**config.mk**
```make
export PLATFORM = sky130hd
export DESIGN_NAME = pointer_click_drag_tracker
export DESIGN_NICKNAME = d
export VERILOG_FILES = /design/src/pcdt_pkg.sv /design/src/pointer_click_drag_tracker.sv /design/src/pcdt_ctrl.sv /design/src/pcdt_dp.sv
export SDC_FILE = /design/constraint.sdc
export NUM_CORES = 1
export LEC_CHECK = 0
export BUFFER_PORTS_ARGS = -buffer_cell sky130_fd_sc_hd__buf_2
export CAP_MARGIN = 10
export CORE_ASPECT_RATIO = 1.2
export CORE_UTILIZATION = 40
export CTS_CLUSTER_SIZE = 10
export DETAILED_ROUTE_END_ITERATION = 8
export PLACE_DENSITY = 0.63
export SLEW_MARGIN = 20
export SYNTH_ARGS = -nofsm -noshare
export SYNTH_HDL_FRONTEND = slang
export SYNTH_HIERARCHICAL = 1
export SYNTH_SLANG_ARGS = --single-unit
```
**constraint.sdc**
```tcl
create_clock -name clk -period 27.4 [get_ports clk]
set_input_delay 4.11 -clock clk [delete_from_list [all_inputs] [get_ports clk]]
set_output_delay 4.11 -clock clk [all_outputs]
set_load 0.02 [all_outputs]
```
**src/pcdt_pkg.sv**
```systemverilog
package pcdt_pkg;

	// Coordinate and field widths
	localparam int CW      = 12;
	localparam int DLT_W   = 16;
	localparam int SUM_W   = DLT_W + 2;
	localparam int OFS_W   = CW + 1;
	localparam int IN_DW   = 24;
	localparam int OUT_DW  = 56;

	// Event kinds carried on s_tuser
	localparam logic [1:0] KIND_MOTION = 2'd0;
	localparam logic [1:0] KIND_BUTTON = 2'd1;
	localparam logic [1:0] KIND_TICK   = 2'd2;

	// Button values and identifiers
	localparam logic [1:0] BVAL_RELEASE = 2'd0;
	localparam logic [1:0] BVAL_PRESS   = 2'd1;
	localparam logic [1:0] BTN_OTHER    = 2'd3;

	// Result kinds carried on m_tuser
	localparam logic [1:0] RES_CLICK    = 2'd0;
	localparam logic [1:0] RES_DRAG     = 2'd1;
	localparam logic [1:0] RES_DRAG_END = 2'd2;

	// Configuration register indexes
	localparam logic [1:0] REG_MODE   = 2'd0;
	localparam logic [1:0] REG_XLIM   = 2'd1;
	localparam logic [1:0] REG_YLIM   = 2'd2;
	localparam logic [1:0] REG_THRESH = 2'd3;

	// Reset values
	localparam logic [CW-1:0] XLIM_RST   = 12'd1919;
	localparam logic [CW-1:0] YLIM_RST   = 12'd1079;
	localparam logic [CW-1:0] THRESH_RST = 12'd2;
	localparam logic [CW-1:0] CURSOR_RST = 12'd100;

	typedef enum logic [2:0] {
		ST_IDLE,
		ST_REL_READ,
		ST_REL_EVAL,
		ST_TICK_READ,
		ST_TICK_EVAL,
		ST_FLUSH
	} state_t;

	typedef struct packed {
		logic [1:0]    button;
		logic [CW-1:0] ax;
		logic [CW-1:0] ay;
		logic          held;
	} entry_t;

	typedef struct packed {
		logic [1:0]            kind;
		logic [1:0]            button;
		logic [CW-1:0]         cx;
		logic [CW-1:0]         cy;
		logic signed [OFS_W-1:0] dx;
		logic signed [OFS_W-1:0] dy;
	} result_t;

	// Commands from the controller
	typedef struct packed {
		logic accept;
		logic walk_start;
		logic walk_read;
		logic rel_step;
		logic tick_step;
		logic tick_close;
		logic flush;
	} cmd_t;

	// Status towards the controller
	typedef struct packed {
		logic start_release;
		logic start_tick;
		logic walk_end;
		logic need_result;
		logic stage_valid;
		logic out_free;
	} sts_t;

endpackage

```
**src/pointer_click_drag_tracker.sv**
```systemverilog
// Pointer click and drag tracker.
// Input channel s_*: one transaction per pointer event. s_tuser is the event
// kind (motion, button change, tick); s_tdata carries axis, delta, button
// identifier and button value. Result channel m_*: click, drag-in-progress
// and drag-finished results; m_tlast marks the final result of a tick.
// Configuration: cfg_we writes cfg_wdata to register cfg_addr (mode, x limit,
// y limit, drag threshold); write only while the block is idle.
// Per input transaction: motion, press and ignored events need no walk; a
// release and a tick walk the N pending entries of the single-port pending
// store (a read and an evaluate per entry, then a step to see the end of the
// walk and, for a tick, a last step to flush the staged result).
// Results leave through a staging register and an output register; a staged
// result moves on when the next result is staged or at the tick's flush.
// When the receiver stalls, the walk holds on the next entry that yields a
// result; s_tready stays low until the tick's last result sits in the output
// register. Reset restores the default configuration, puts the cursor at
// 100,100 and empties the store; no clearing pass is needed.
module pointer_click_drag_tracker #(
	parameter int PENDING_DEPTH = 8
) (
	input  logic                        clk,
	input  logic                        arst_n,
	input  logic                        s_tvalid,
	output logic                        s_tready,
	input  logic [pcdt_pkg::IN_DW-1:0]  s_tdata,  // axis, delta, button_id, button_value
	input  logic [1:0]                  s_tuser,  // event_kind
	output logic                        m_tvalid,
	input  logic                        m_tready,
	output logic [pcdt_pkg::OUT_DW-1:0] m_tdata,  // button_out, click_x, click_y,
	                                               // move_dx, move_dy
	output logic [1:0]                  m_tuser,  // result_kind
	output logic                        m_tlast,
	input  logic                        cfg_we,
	input  logic [1:0]                  cfg_addr,
	input  logic [pcdt_pkg::CW-1:0]     cfg_wdata
);

	pcdt_pkg::cmd_t cmd;
	pcdt_pkg::sts_t sts;

	pcdt_ctrl u_ctrl (
		.clk      (clk),
		.arst_n   (arst_n),
		.s_tvalid (s_tvalid),
		.s_tready (s_tready),
		.sts      (sts),
		.cmd      (cmd)
	);

	pcdt_dp #(
		.PENDING_DEPTH (PENDING_DEPTH)
	) u_dp (
		.clk       (clk),
		.arst_n    (arst_n),
		.cmd       (cmd),
		.sts       (sts),
		.s_tdata   (s_tdata),
		.s_tuser   (s_tuser),
		.cfg_we    (cfg_we),
		.cfg_addr  (cfg_addr),
		.cfg_wdata (cfg_wdata),
		.m_tvalid  (m_tvalid),
		.m_tready  (m_tready),
		.m_tdata   (m_tdata),
		.m_tuser   (m_tuser),
		.m_tlast   (m_tlast)
	);

endmodule

```
**src/pcdt_ctrl.sv**
```systemverilog
module pcdt_ctrl (
	input  logic            clk,
	input  logic            arst_n,
	input  logic            s_tvalid,
	output logic            s_tready,
	input  pcdt_pkg::sts_t  sts,
	output pcdt_pkg::cmd_t  cmd
);

	pcdt_pkg::state_t state_q;
	pcdt_pkg::state_t state_nx;

	// Hold the state
	always_ff @(posedge clk or negedge arst_n) begin
		if (!arst_n) begin
			state_q <= pcdt_pkg::ST_IDLE;
		end else begin
			state_q <= state_nx;
		end
	end

	// Next state
	always_comb begin
		state_nx = state_q;
		case (state_q)
			pcdt_pkg::ST_IDLE: begin
				if (s_tvalid && sts.start_release) begin
					state_nx = pcdt_pkg::ST_REL_READ;
				end else if (s_tvalid && sts.start_tick) begin
					state_nx = pcdt_pkg::ST_TICK_READ;
				end
			end
			pcdt_pkg::ST_REL_READ: begin
				state_nx = sts.walk_end ? pcdt_pkg::ST_IDLE : pcdt_pkg::ST_REL_EVAL;
			end
			pcdt_pkg::ST_REL_EVAL: begin
				state_nx = pcdt_pkg::ST_REL_READ;
			end
			pcdt_pkg::ST_TICK_READ: begin
				state_nx = sts.walk_end ? pcdt_pkg::ST_FLUSH : pcdt_pkg::ST_TICK_EVAL;
			end
			pcdt_pkg::ST_TICK_EVAL: begin
				if (!(sts.need_result && sts.stage_valid && !sts.out_free)) begin
					state_nx = pcdt_pkg::ST_TICK_READ;
				end
			end
			pcdt_pkg::ST_FLUSH: begin
				if (!sts.stage_valid || sts.out_free) begin
					state_nx = pcdt_pkg::ST_IDLE;
				end
			end
			default: state_nx = pcdt_pkg::ST_IDLE;
		endcase
	end

	// Commands
	always_comb begin
		cmd      = '0;
		s_tready = 1'b0;
		case (state_q)
			pcdt_pkg::ST_IDLE: begin
				s_tready       = 1'b1;
				cmd.accept     = s_tvalid;
				cmd.walk_start = s_tvalid && (sts.start_release || sts.start_tick);
			end
			pcdt_pkg::ST_REL_READ: begin
				cmd.walk_read = !sts.walk_end;
			end
			pcdt_pkg::ST_REL_EVAL: begin
				cmd.rel_step = 1'b1;
			end
			pcdt_pkg::ST_TICK_READ: begin
				cmd.walk_read  = !sts.walk_end;
				cmd.tick_close = sts.walk_end;
			end
			pcdt_pkg::ST_TICK_EVAL: begin
				cmd.tick_step = !(sts.need_result && sts.stage_valid && !sts.out_free);
			end
			pcdt_pkg::ST_FLUSH: begin
				cmd.flush = sts.stage_valid && sts.out_free;
			end
			default: begin
				cmd = '0;
			end
		endcase
	end

endmodule

```
**src/pcdt_dp.sv**
```systemverilog
module pcdt_dp #(
	parameter int PENDING_DEPTH = 8
) (
	input  logic                          clk,
	input  logic                          arst_n,
	input  pcdt_pkg::cmd_t                cmd,
	output pcdt_pkg::sts_t                sts,
	input  logic [pcdt_pkg::IN_DW-1:0]    s_tdata,
	input  logic [1:0]                    s_tuser,
	input  logic                          cfg_we,
	input  logic [1:0]                    cfg_addr,
	input  logic [pcdt_pkg::CW-1:0]       cfg_wdata,
	output logic                          m_tvalid,
	input  logic                          m_tready,
	output logic [pcdt_pkg::OUT_DW-1:0]   m_tdata,
	output logic [1:0]                    m_tuser,
	output logic                          m_tlast
);

	localparam int CW    = pcdt_pkg::CW;
	localparam int CNT_W = $clog2(PENDING_DEPTH + 1);
	localparam int IDX_W = (PENDING_DEPTH > 1) ? $clog2(PENDING_DEPTH) : 1;

	// Configuration
	logic          mode_q;
	logic [CW-1:0] xlim_q;
	logic [CW-1:0] ylim_q;
	logic [CW-1:0] thresh_q;

	// Cursor and store bookkeeping
	logic [CW-1:0]    cur_x_q;
	logic [CW-1:0]    cur_y_q;
	logic [CNT_W-1:0] count_q;
	logic [CNT_W-1:0] idx_q;
	logic [CNT_W-1:0] keep_q;
	logic [1:0]       rel_btn_q;

	pcdt_pkg::entry_t mem [PENDING_DEPTH];
	pcdt_pkg::entry_t rd_q;

	logic              mem_we;
	logic [IDX_W-1:0]  mem_addr;
	pcdt_pkg::entry_t  mem_wdata;

	// Result staging and output register
	pcdt_pkg::result_t stage_q;
	logic              stage_valid_q;
	pcdt_pkg::result_t out_q;
	logic              out_valid_q;
	logic              out_last_q;

	// Input fields
	logic [1:0]                    in_kind;
	logic                          in_axis;
	logic signed [pcdt_pkg::DLT_W-1:0] in_delta;
	logic [1:0]                    in_btn;
	logic [1:0]                    in_bval;

	assign in_kind  = s_tuser;
	assign in_axis  = s_tdata[0];
	assign in_delta = signed'(s_tdata[16:1]);
	assign in_btn   = s_tdata[18:17];
	assign in_bval  = s_tdata[20:19];

	// Decode the event
	logic is_motion;
	logic press_ok;

	assign is_motion = (in_kind == pcdt_pkg::KIND_MOTION);
	assign press_ok  = (in_kind == pcdt_pkg::KIND_BUTTON) && !mode_q &&
		(in_bval == pcdt_pkg::BVAL_PRESS) && (in_btn != pcdt_pkg::BTN_OTHER) &&
		(count_q < CNT_W'(PENDING_DEPTH));

	// Clamp the moved axis
	logic [CW-1:0]                   cur_sel;
	logic [CW-1:0]                   lim_sel;
	logic signed [pcdt_pkg::SUM_W-1:0] sum;
	logic [CW-1:0]                   clamped;

	always_comb begin
		cur_sel = in_axis ? cur_y_q : cur_x_q;
		lim_sel = in_axis ? ylim_q : xlim_q;
		sum     = signed'(pcdt_pkg::SUM_W'(cur_sel)) +
			signed'({{(pcdt_pkg::SUM_W-pcdt_pkg::DLT_W){in_delta[pcdt_pkg::DLT_W-1]}},
				in_delta});
		if (sum[pcdt_pkg::SUM_W-1]) begin
			clamped = '0;
		end else if (sum > signed'(pcdt_pkg::SUM_W'(lim_sel))) begin
			clamped = lim_sel;
		end else begin
			clamped = sum[CW-1:0];
		end
	end

	// Evaluate the entry just read
	logic signed [CW:0] dx;
	logic signed [CW:0] dy;
	logic [CW:0]        adx;
	logic [CW:0]        ady;
	logic               moved;
	pcdt_pkg::result_t  res;

	always_comb begin
		dx    = signed'({1'b0, cur_x_q}) - signed'({1'b0, rd_q.ax});
		dy    = signed'({1'b0, cur_y_q}) - signed'({1'b0, rd_q.ay});
		adx   = dx[CW] ? unsigned'(-dx) : unsigned'(dx);
		ady   = dy[CW] ? unsigned'(-dy) : unsigned'(dy);
		moved = (adx > {1'b0, thresh_q}) || (ady > {1'b0, thresh_q});
		res.button = rd_q.button;
		if (rd_q.held) begin
			res.kind = pcdt_pkg::RES_DRAG;
		end else if (moved) begin
			res.kind = pcdt_pkg::RES_DRAG_END;
		end else begin
			res.kind = pcdt_pkg::RES_CLICK;
		end
		if (!rd_q.held && !moved) begin
			res.cx = cur_x_q;
			res.cy = cur_y_q;
			res.dx = '0;
			res.dy = '0;
		end else begin
			res.cx = '0;
			res.cy = '0;
			res.dx = dx;
			res.dy = dy;
		end
	end

	logic need_result;
	logic out_free;
	logic out_load;
	logic stage_load;

	assign need_result = moved || !rd_q.held;
	assign out_free    = !out_valid_q || m_tready;
	assign stage_load  = cmd.tick_step && need_result;
	assign out_load    = (stage_load && stage_valid_q) || cmd.flush;

	// Status
	always_comb begin
		sts.start_release = (in_kind == pcdt_pkg::KIND_BUTTON) && !mode_q &&
			(in_bval == pcdt_pkg::BVAL_RELEASE);
		sts.start_tick    = (in_kind == pcdt_pkg::KIND_TICK);
		sts.walk_end      = (idx_q == count_q);
		sts.need_result   = need_result;
		sts.stage_valid   = stage_valid_q;
		sts.out_free      = out_free;
	end

	// Configuration writes
	always_ff @(posedge clk or negedge arst_n) begin
		if (!arst_n) begin
			mode_q   <= 1'b0;
			xlim_q   <= pcdt_pkg::XLIM_RST;
			ylim_q   <= pcdt_pkg::YLIM_RST;
			thresh_q <= pcdt_pkg::THRESH_RST;
		end else if (cfg_we) begin
			case (cfg_addr)
				pcdt_pkg::REG_MODE:   mode_q   <= cfg_wdata[0];
				pcdt_pkg::REG_XLIM:   xlim_q   <= cfg_wdata;
				pcdt_pkg::REG_YLIM:   ylim_q   <= cfg_wdata;
				pcdt_pkg::REG_THRESH: thresh_q <= cfg_wdata;
				default: mode_q <= mode_q;
			endcase
		end
	end

	// Cursor, fill count and walk pointers
	always_ff @(posedge clk or negedge arst_n) begin
		if (!arst_n) begin
			cur_x_q   <= pcdt_pkg::CURSOR_RST;
			cur_y_q   <= pcdt_pkg::CURSOR_RST;
			count_q   <= '0;
			idx_q     <= '0;
			keep_q    <= '0;
			rel_btn_q <= '0;
		end else begin
			if (cmd.accept && is_motion) begin
				if (in_axis) begin
					cur_y_q <= clamped;
				end else begin
					cur_x_q <= clamped;
				end
			end
			if (cmd.accept && press_ok) begin
				count_q <= count_q + 1'b1;
			end else if (cmd.tick_close) begin
				count_q <= keep_q;
			end
			if (cmd.walk_start) begin
				idx_q     <= '0;
				keep_q    <= '0;
				rel_btn_q <= in_btn;
			end else if (cmd.rel_step) begin
				idx_q <= idx_q + 1'b1;
			end else if (cmd.tick_step) begin
				idx_q <= idx_q + 1'b1;
				if (rd_q.held) begin
					keep_q <= keep_q + 1'b1;
				end
			end
		end
	end

	// Select the single store write
	always_comb begin
		mem_we    = 1'b0;
		mem_addr  = idx_q[IDX_W-1:0];
		mem_wdata = rd_q;
		if (cmd.accept && press_ok) begin
			mem_we           = 1'b1;
			mem_addr         = count_q[IDX_W-1:0];
			mem_wdata.button = in_btn;
			mem_wdata.ax     = cur_x_q;
			mem_wdata.ay     = cur_y_q;
			mem_wdata.held   = 1'b1;
		end else if (cmd.rel_step) begin
			mem_we         = 1'b1;
			mem_wdata.held = rd_q.held && (rd_q.button != rel_btn_q);
		end else if (cmd.tick_step && rd_q.held) begin
			mem_we   = 1'b1;
			mem_addr = keep_q[IDX_W-1:0];
			if (moved) begin
				mem_wdata.ax = cur_x_q;
				mem_wdata.ay = cur_y_q;
			end
		end
	end

	// Pending store
	always_ff @(posedge clk) begin
		if (mem_we) begin
			mem[mem_addr] <= mem_wdata;
		end
		if (cmd.walk_read) begin
			rd_q <= mem[idx_q[IDX_W-1:0]];
		end
	end

	// Stage payload
	always_ff @(posedge clk) begin
		if (stage_load) begin
			stage_q <= res;
		end
		if (out_load) begin
			out_q      <= stage_q;
			out_last_q <= cmd.flush;
		end
	end

	// Stage and output valid flags
	always_ff @(posedge clk or negedge arst_n) begin
		if (!arst_n) begin
			stage_valid_q <= 1'b0;
			out_valid_q   <= 1'b0;
		end else begin
			if (stage_load) begin
				stage_valid_q <= 1'b1;
			end else if (cmd.flush) begin
				stage_valid_q <= 1'b0;
			end
			if (out_load) begin
				out_valid_q <= 1'b1;
			end else if (m_tready) begin
				out_valid_q <= 1'b0;
			end
		end
	end

	assign m_tvalid = out_valid_q;
	assign m_tuser  = out_q.kind;
	assign m_tlast  = out_last_q;
	assign m_tdata  = {4'b0, out_q.dy, out_q.dx, out_q.cy, out_q.cx, out_q.button};

	a_count_bound: assert property (@(posedge clk) disable iff (!arst_n)
		count_q <= CNT_W'(PENDING_DEPTH))
		else $error("pending count beyond store depth");

	a_keep_behind: assert property (@(posedge clk) disable iff (!arst_n)
		keep_q <= idx_q)
		else $error("compaction pointer ahead of walk pointer");

	a_out_no_overwrite: assert property (@(posedge clk) disable iff (!arst_n)
		out_load |-> out_free)
		else $error("output register overwritten while still held");

	a_idle_empty: assert property (@(posedge clk) disable iff (!arst_n)
		cmd.accept |-> !stage_valid_q)
		else $error("transaction accepted with a result still staged");

endmodule

```
==> impl_metrics.toml, run 1 <==
[timing]
worst_slew_pin_slew_ps = 912
max_freq_mhz = 114
rsz0062_at_grt = "no"
fin_tns_setup_ps = 0
slew_headroom_pct = 39.2
drv_slew = 0
fin_skew_ps = 56.2
min_period_ps = 8780
finalCritPeriodShare_pct = 32.0
hold_viol_final = 0
finalSetupViolations = 0

[min_path]
hold_start = "u_dp/stage_q[17]"
min_path_cells = 0
hold_class = "reg2reg"

[grt]
overflow = 0
first_global_vias = 12686
track_usage_pct = 18.0
antenna_found_initial = 0
grt_max_degree = 81
grt_pass1_wl_um = 72300

[critical_path]
cp_common_cell = "o21ai_0"
r2r_start = "u_dp/cur_y_q[0]"
worstSetupStartpoint = "s_tdata[0]"
worstPathRequired_ps = 27890
crit_path_end_kind = "flip-flop"
slowest_delay_ps = 620
rrSetupSlack_ps = 19210
reg2regPathDepth = 30
crit_slowest_cell = "a211oi_4"
crit_type = "in2reg"
cp-start-kind = "input pin"
path_max_fanout = 28
path_cells = "buf_2, o21ai_0, ha_1, fa_1, a211oi_1, o21ai_0, and2_1, nor2_1, xor2_1, inv_1, ha_1, a21oi_1, nor2b_1, o21ai_0, a21oi_1, a2111oi_0, a211oi_1, a211oi_4, mux2_2, o21ai_0"
worstPathArrival_ps = 9270

[logic_synthesis]
yosysSeqAreaShare_pct = 61.3
synth.area.mux_share_pct = 11.7
synthCells = 1477
synth-edff-count = 352
synthAdderAreaFrac_pct = 4.98
async_flop_share_pct = 18.5
synthDistinctLibCells = 75
synth_seq_cells = 432
synth_area_um2 = 20500
synth-simple-area-share_pct = 8.58
synth-compound-area-share_pct = 8.22
avgSynthCellArea_um2 = 13.9
synth_top_family_by_area = "multiplexers"
yosysWarnings = 6
synth_flop_cell = "edfxtp_1"
synth_xor_area_share_pct = 2.43

[routing]
vias_per_cell = 5.52
antenna_left = 0
num_vias = 12488
drc = 0
first_pass_iters = 5
drt-initial-drc-count = 770
wl_per_cell_um = 20.7
wl_um = 46800

[layout]
drive_gt1_share_pct = 23.4
nets = 1714
syn2layout_area_growth_pct = 13.6
diodes = 0

[clock_network]
cts.sinks = 432
cts-htree-levels = 2
clk_latency_ps = 600
numCtsBuffers = 50
clockBufferDepth = 3
path_clk_slew_ps = 50
ctsResizeCount = 0
cts_setup_buffers = 0
holdBufCountCts = 0
cts_tree = "built"
root_buffer = "clkbuf_16"

[floorplan]
placementRows = 90
initial_utilization_pct = 40.7
die_area_um2 = 52300
die_w_um = 209
die_h_um = 250
core_um2 = 50400
ios = 106

[run]
max_cap_violations = 0

[placed_design]
hpwl_um = 32000
io_buffers = 98
gp_congestion = 0.923

[status]
outcome = "completed"
## sequential cells by signal (all words and copies together) (netlist names)
register            flops
u_dp/idx_q              4
u_dp/ylim_q            12
u_dp/count_q            4
u_dp/cur_y_q           12
u_dp/stage_q           54
u_dp/mem              216
u_dp/xlim_q            12
u_dp/m_tuser            2
u_dp/m_tdata           52
u_dp/thresh_q          12
u_dp/rd_q              27
u_dp/mode_q             1
u_dp/rel_btn_q          2
u_dp/m_tlast            1
u_dp/keep_q             4
u_dp/cur_x_q           12
u_dp/m_tvalid           1
u_dp/stage_valid_q      1
u_ctrl/state_q          3
## final cells by class
type | instances | area, um2
timing repair buffer | 128 | 719
clock inverter | 5 | 119
sequential | 432 | 12600
clock buffer | 75 | 1360
multi-input combinational | 912 | 7480
fill | 4401 | 27100
tap | 644 | 806
inverter | 65 | 244
## synth_stat cells, drive strengths merged (25+ instances only)
| master | n | area [um2] |
|---|---|---|
| nor2 | 84 | 315 |
| inv | 65 | 244 |
| mux2 | 87 | 980 |
| nor2b | 25 | 159 |
| a21oi | 40 | 200 |
| mux4 | 54 | 1220 |
| o21ai | 54 | 270 |
| dfrtp | 57 | 1430 |
| buf | 25 | 149 |
| clkbuf | 46 | 173 |
| a31oi | 31 | 194 |
| nand2 | 111 | 417 |
| edfxtp | 352 | 10600 |
| nand4 | 32 | 200 |
| o31ai | 25 | 188 |
| xnor2 | 30 | 263 |
| xor2 | 27 | 236 |
| ha | 77 | 963 |
| and2 | 27 | 169 |
## metal layers
| layer | wire [um] | share of wire [%] | global-route usage (%) | vias up |
|---|---|---|---|---|
| met4 | 2870 | 6.1 | 11.1 | 0 |
| met5 | 0 | 0 | 0 | - |
| met2 | 22700 | 49 | 30.2 | 349 |
| met1 | 19100 | 41 | 22.0 | 6195 |
| li1 | - | - | - | 5824 |
| met3 | 2090 | 4.5 | 2.39 | 120 |
## worst paths after layout
| path | endpoint |
|---|---|
| min reg2reg | u_dp/m_tdata[30] |
| max | u_dp/cur_x_q[10] |
| min | u_dp/m_tdata[30] |
| min in group asynchronous | u_dp/thresh_q[10] |
| max in group asynchronous | u_dp/idx_q[0] |
| max reg2reg | u_dp/mem[7][10] |
## logic make-up after synthesis
logic type | count (synthesis)
other cells | 1
flops | 432
mux | 161
xor+xnor | 57
buf+inv | 136
fa+ha+maj | 80
compound gates | 251
simple gates | 359
## worst max-delay path, delay by kind of cell
kind / cells / cell delay (ps)
fa+ha+maj: 3 / 1040
xor+xnor: 1 / 240
simple gates: 3 / 360
compound gates: 10 / 2460
mux: 1 / 450
buf+inv: 2 / 600
## placed cells by master, fill, tap and decap left out, types with 27 or more instances in the layout
master     instances
xnor2_1           30
inv_1             64
dfrtp_1           55
xor2_1            27
buf_2             98
nor2_1            76
mux2_2            87
ha_1              77
and2_1            27
nand4_1           32
buf_4             29
a21oi_1           40
edfxtp_1         352
mux4_2            54
o21ai_0           53
a31oi_1           30
nand2_1          111
clkbuf_16         50
## metrics by stage
stage	hold WS (ps)	setup WS, ps	util (%)	instance area [um2]	cells
floorplan	400	17400	-	20600	1480
global placement	405	17900	43.3	21800	2180
detailed placement	405	17760	43.3	21800	2180
CTS	415	18350	46.2	23300	2260
global route	419	18220	46.2	23300	2261
finish	411	18620	46.2	23300	2261
Power of run 1 is left out: the tool's default activity adds up to more than one toggle a clock period on the data nets, which glitch-free logic cannot reach.
==> inputs of run 2 (changes only) <==
ABC_AREA = 1   (was default)
clock period = 8.4 ns   (was 27.4 ns; I/O delays follow)
==> run 2 against run 1 <==
Flip-flop and latch count unchanged; count of clock-buffer cells in the layout decreased by 1; final area rose by 0.92%; first-iteration DRC count rose by 42%; non-clock buffer count decreased by 7; worst setup slack got worse by 17000 ps; sequential share of layout area shrank 0.52 points.
==> impl_metrics.toml, run 2 <==
[status]
outcome = "completed"

[timing]
finalSetupViolations = 0
max_freq_mhz = 148
rsz0062_at_grt = "no"
worst_slew_pin_slew_ps = 1090
fin_ws_ps = 1650
slew_headroom_pct = 27.2
drv_slew = 0
min_period_ps = 6750
hold_viol_final = 0
finalCritPeriodShare_pct = 80.3
fin_tns_setup_ps = 0
fin_skew_ps = 35.9

[critical_path]
crit_cells = 33
path_max_fanout = 23
worstSetupStartpoint = "u_dp/cur_x_q[0]"
crit_path_end_kind = "flip-flop"
slowest_delay_ps = 460
reg2regPathDepth = 33
path_buf_inv = 7
cp-start-kind = "flip-flop"
worstPathRequired_ps = 8610
cp_top_family = "simple AND/OR/NAND/NOR gates"
crit_slowest_cell = "a21oi_1"
r2r_start = "u_dp/cur_x_q[0]"
worstPathArrival_ps = 6950
r2r-end = "u_dp/mem[1][13]"
setup.worst_path.end = "u_dp/mem[1][13]"
rrSetupSlack_ps = 1650
crit_type = "reg2reg"
cp_common_cell = "nand2_1"

[routing]
first_pass_iters = 8
antenna_left = 0
wl_per_cell_um = 17.1
num_vias = 14800
wl_um = 49900
vias_per_cell = 5.07
drt-initial-drc-count = 1095
drc = 0

[clock_network]
path_clk_slew_ps = 50
root_buffer = "clkbuf_16"
holdBufCountCts = 0
cts_setup_buffers = 0
clockBufferDepth = 3
cts_tree = "built"
cts-htree-levels = 2
ctsResizeCount = 0
cts.sinks = 432
clk_latency_ps = 580
numCtsBuffers = 49

[grt]
grt_max_degree = 112
track_usage_pct = 18.8
overflow = 0
first_global_vias = 14290
grt_pass1_wl_um = 77700
antenna_found_initial = 0

[logic_synthesis]
synth_area_um2 = 20900
yosysWarnings = 6
yosys.area.top_type = "edfxtp_1"
synth-edff-count = 352
yosysMostFrequentCell = "nand2_1"
synth_xor_area_share_pct = 1.54
synthAdderAreaFrac_pct = 4.90
synth-compound-area-share_pct = 7.74
synthCells = 2099
synth_seq_cells = 432
synth.area.mux_share_pct = 0.527
yosysSeqAreaShare_pct = 60.3
synth.area.top_cells = "edfxtp_1 (51%), nand2_1 (7.9%), dfrtp_1 (6.8%), nor2_1 (5.3%), ha_1 (4.6%)"
synth-simple-area-share_pct = 19.3
avgSynthCellArea_um2 = 9.95
synth_top_family_by_area = "simple AND/OR/NAND/NOR gates"
ys_top_cells_by_count = "nand2_1 (439), edfxtp_1 (352), nor2_1 (293), inv_1 (215), o21ai_0 (182)"
async_flop_share_pct = 18.5
synth_flop_cell = "edfxtp_1"
netlist.area_leader.share_pct = 50.6
synthDistinctLibCells = 54

[min_path]
hold_class = "reg2reg"

[layout]
nets = 2321
num-fill-cells = 4813
multi_input_area_um2 = 7140
largest_reg_flops = 216
fin_cells = 2920
syn2layout_area_growth_pct = 12.7
final_common_cell = "nand2_1"
drive_gt1_share_pct = 11.9
diodes = 0
top_register = "u_dp/mem"
layout_common_cells = "nand2_1 (438), edfxtp_1 (352), nor2_1 (285)"
seq_area_um2 = 12600

[power_and_ir_drop]
ir_drop_uv = 209
power.leakage_uw = 0.00972
power.density_nw_per_um2 = 455
power.total_uw = 10700

[placed_design]
io_buffers = 98
dp_cells = 2842
gp_congestion = 0.922
pre_cts_ws_ps = 1730
hpwl_um = 34000

[run]
max_cap_violations = 0

[floorplan]
core_um2 = 51500
initial_utilization_pct = 40.6
die_area_um2 = 53200
die_w_um = 211
ios = 106
die_h_um = 252
placementRows = 91
run 2: changes by cell type after synthesis, moves of 24 or more:
cell	before	now
mux2_2	87	0
nor2b_1	24	0
nand3_1	20	124
o22ai_1	1	28
inv_1	64	215
nand2_1	111	439
o31ai_1	25	1
o21ai_0	53	182
and2_1	27	1
nor2_1	84	293
mux4_2	54	0
run 2: worst min-delay path by stage:
stage | startpoint | end | slack [ps] | depth (start not counted)
floorplan | u_dp/stage_q[50] | u_dp/m_tdata[0] | 400 | 0
global placement | u_dp/stage_q[37] | u_dp/m_tdata[25] | 400 | 0
detailed placement | u_dp/stage_q[16] | u_dp/m_tdata[29] | 400 | 0
CTS | u_dp/stage_q[19] | u_dp/m_tdata[32] | 400 | 0
global route | u_dp/stage_q[19] | u_dp/m_tdata[32] | 420 | 0
finish | u_dp/stage_q[19] | u_dp/m_tdata[32] | 400 | 0
run 2: area by class of cell:
cell class | instances | share of cell area (%)
sequential | 432 | 53.5
multi-input combinational | 1371 | 30.3
clock buffer | 74 | 5.65
tap | 697 | 3.70
inverter | 221 | 3.53
timing repair buffer | 121 | 2.83
clock inverter | 4 | 0.409
run 2: power by group:
| part | total [uW] | switching, uW | leakage, uW | internal, uW |
|---|---|---|---|---|
| clock network | 1930 | 807 | 0.000682 | 1120 |
| logic | 5270 | 3560 | 0.00487 | 1710 |
| registers | 3520 | 336 | 0.00416 | 3190 |
| total | 10700 | 4700 | 0.00972 | 6010 |
run 2: cell families (layout without fill, tap and decap cells):
| family | Yosys count | after routing |
|---|---|---|
| and+or+nand+nor | 942 | 942 |
| other | 1 | 4 |
| adders and majority gates | 80 | 80 |
| buffers and inverters | 299 | 420 |
| xor gates and xnor gates | 36 | 36 |
| DFF | 432 | 432 |
| muxes | 11 | 11 |
| AOI/OAI and AO/OA | 298 | 298 |
run 2: through the flow:
stage                     util, %  hold slack, ps  cell area, um2
after detailed placement     43.0             405           22100
after CTS                    45.7             395           23500
after global placement       43.0             401           22100
final                        45.7             402           23500
after global routing         45.7             420           23500
after floorplan                 -             400           20900
run 2: per-layer routing:
metal  GRT usage, %  wire length (um)
met1           23.9             21200
met2           31.9             23800
met3           1.86              2310
met4           9.42              2540
met5              0                 0
run 2: worst reg2reg max path, delay by kind of cell, from the launching register on:
| family | cells | cell delay [ps] |
|---|---|---|
| AND/OR/NAND/NOR | 14 | 2350 |
| AO/OA/AOI/OAI | 8 | 1340 |
| buffers and inverters | 7 | 1200 |
| adder cells (fa/ha/maj) | 3 | 890 |
| flip-flops | 1 | 410 |
| XOR/XNOR | 1 | 170 |
No activity file was read; power rests on OpenSTA's default activity.
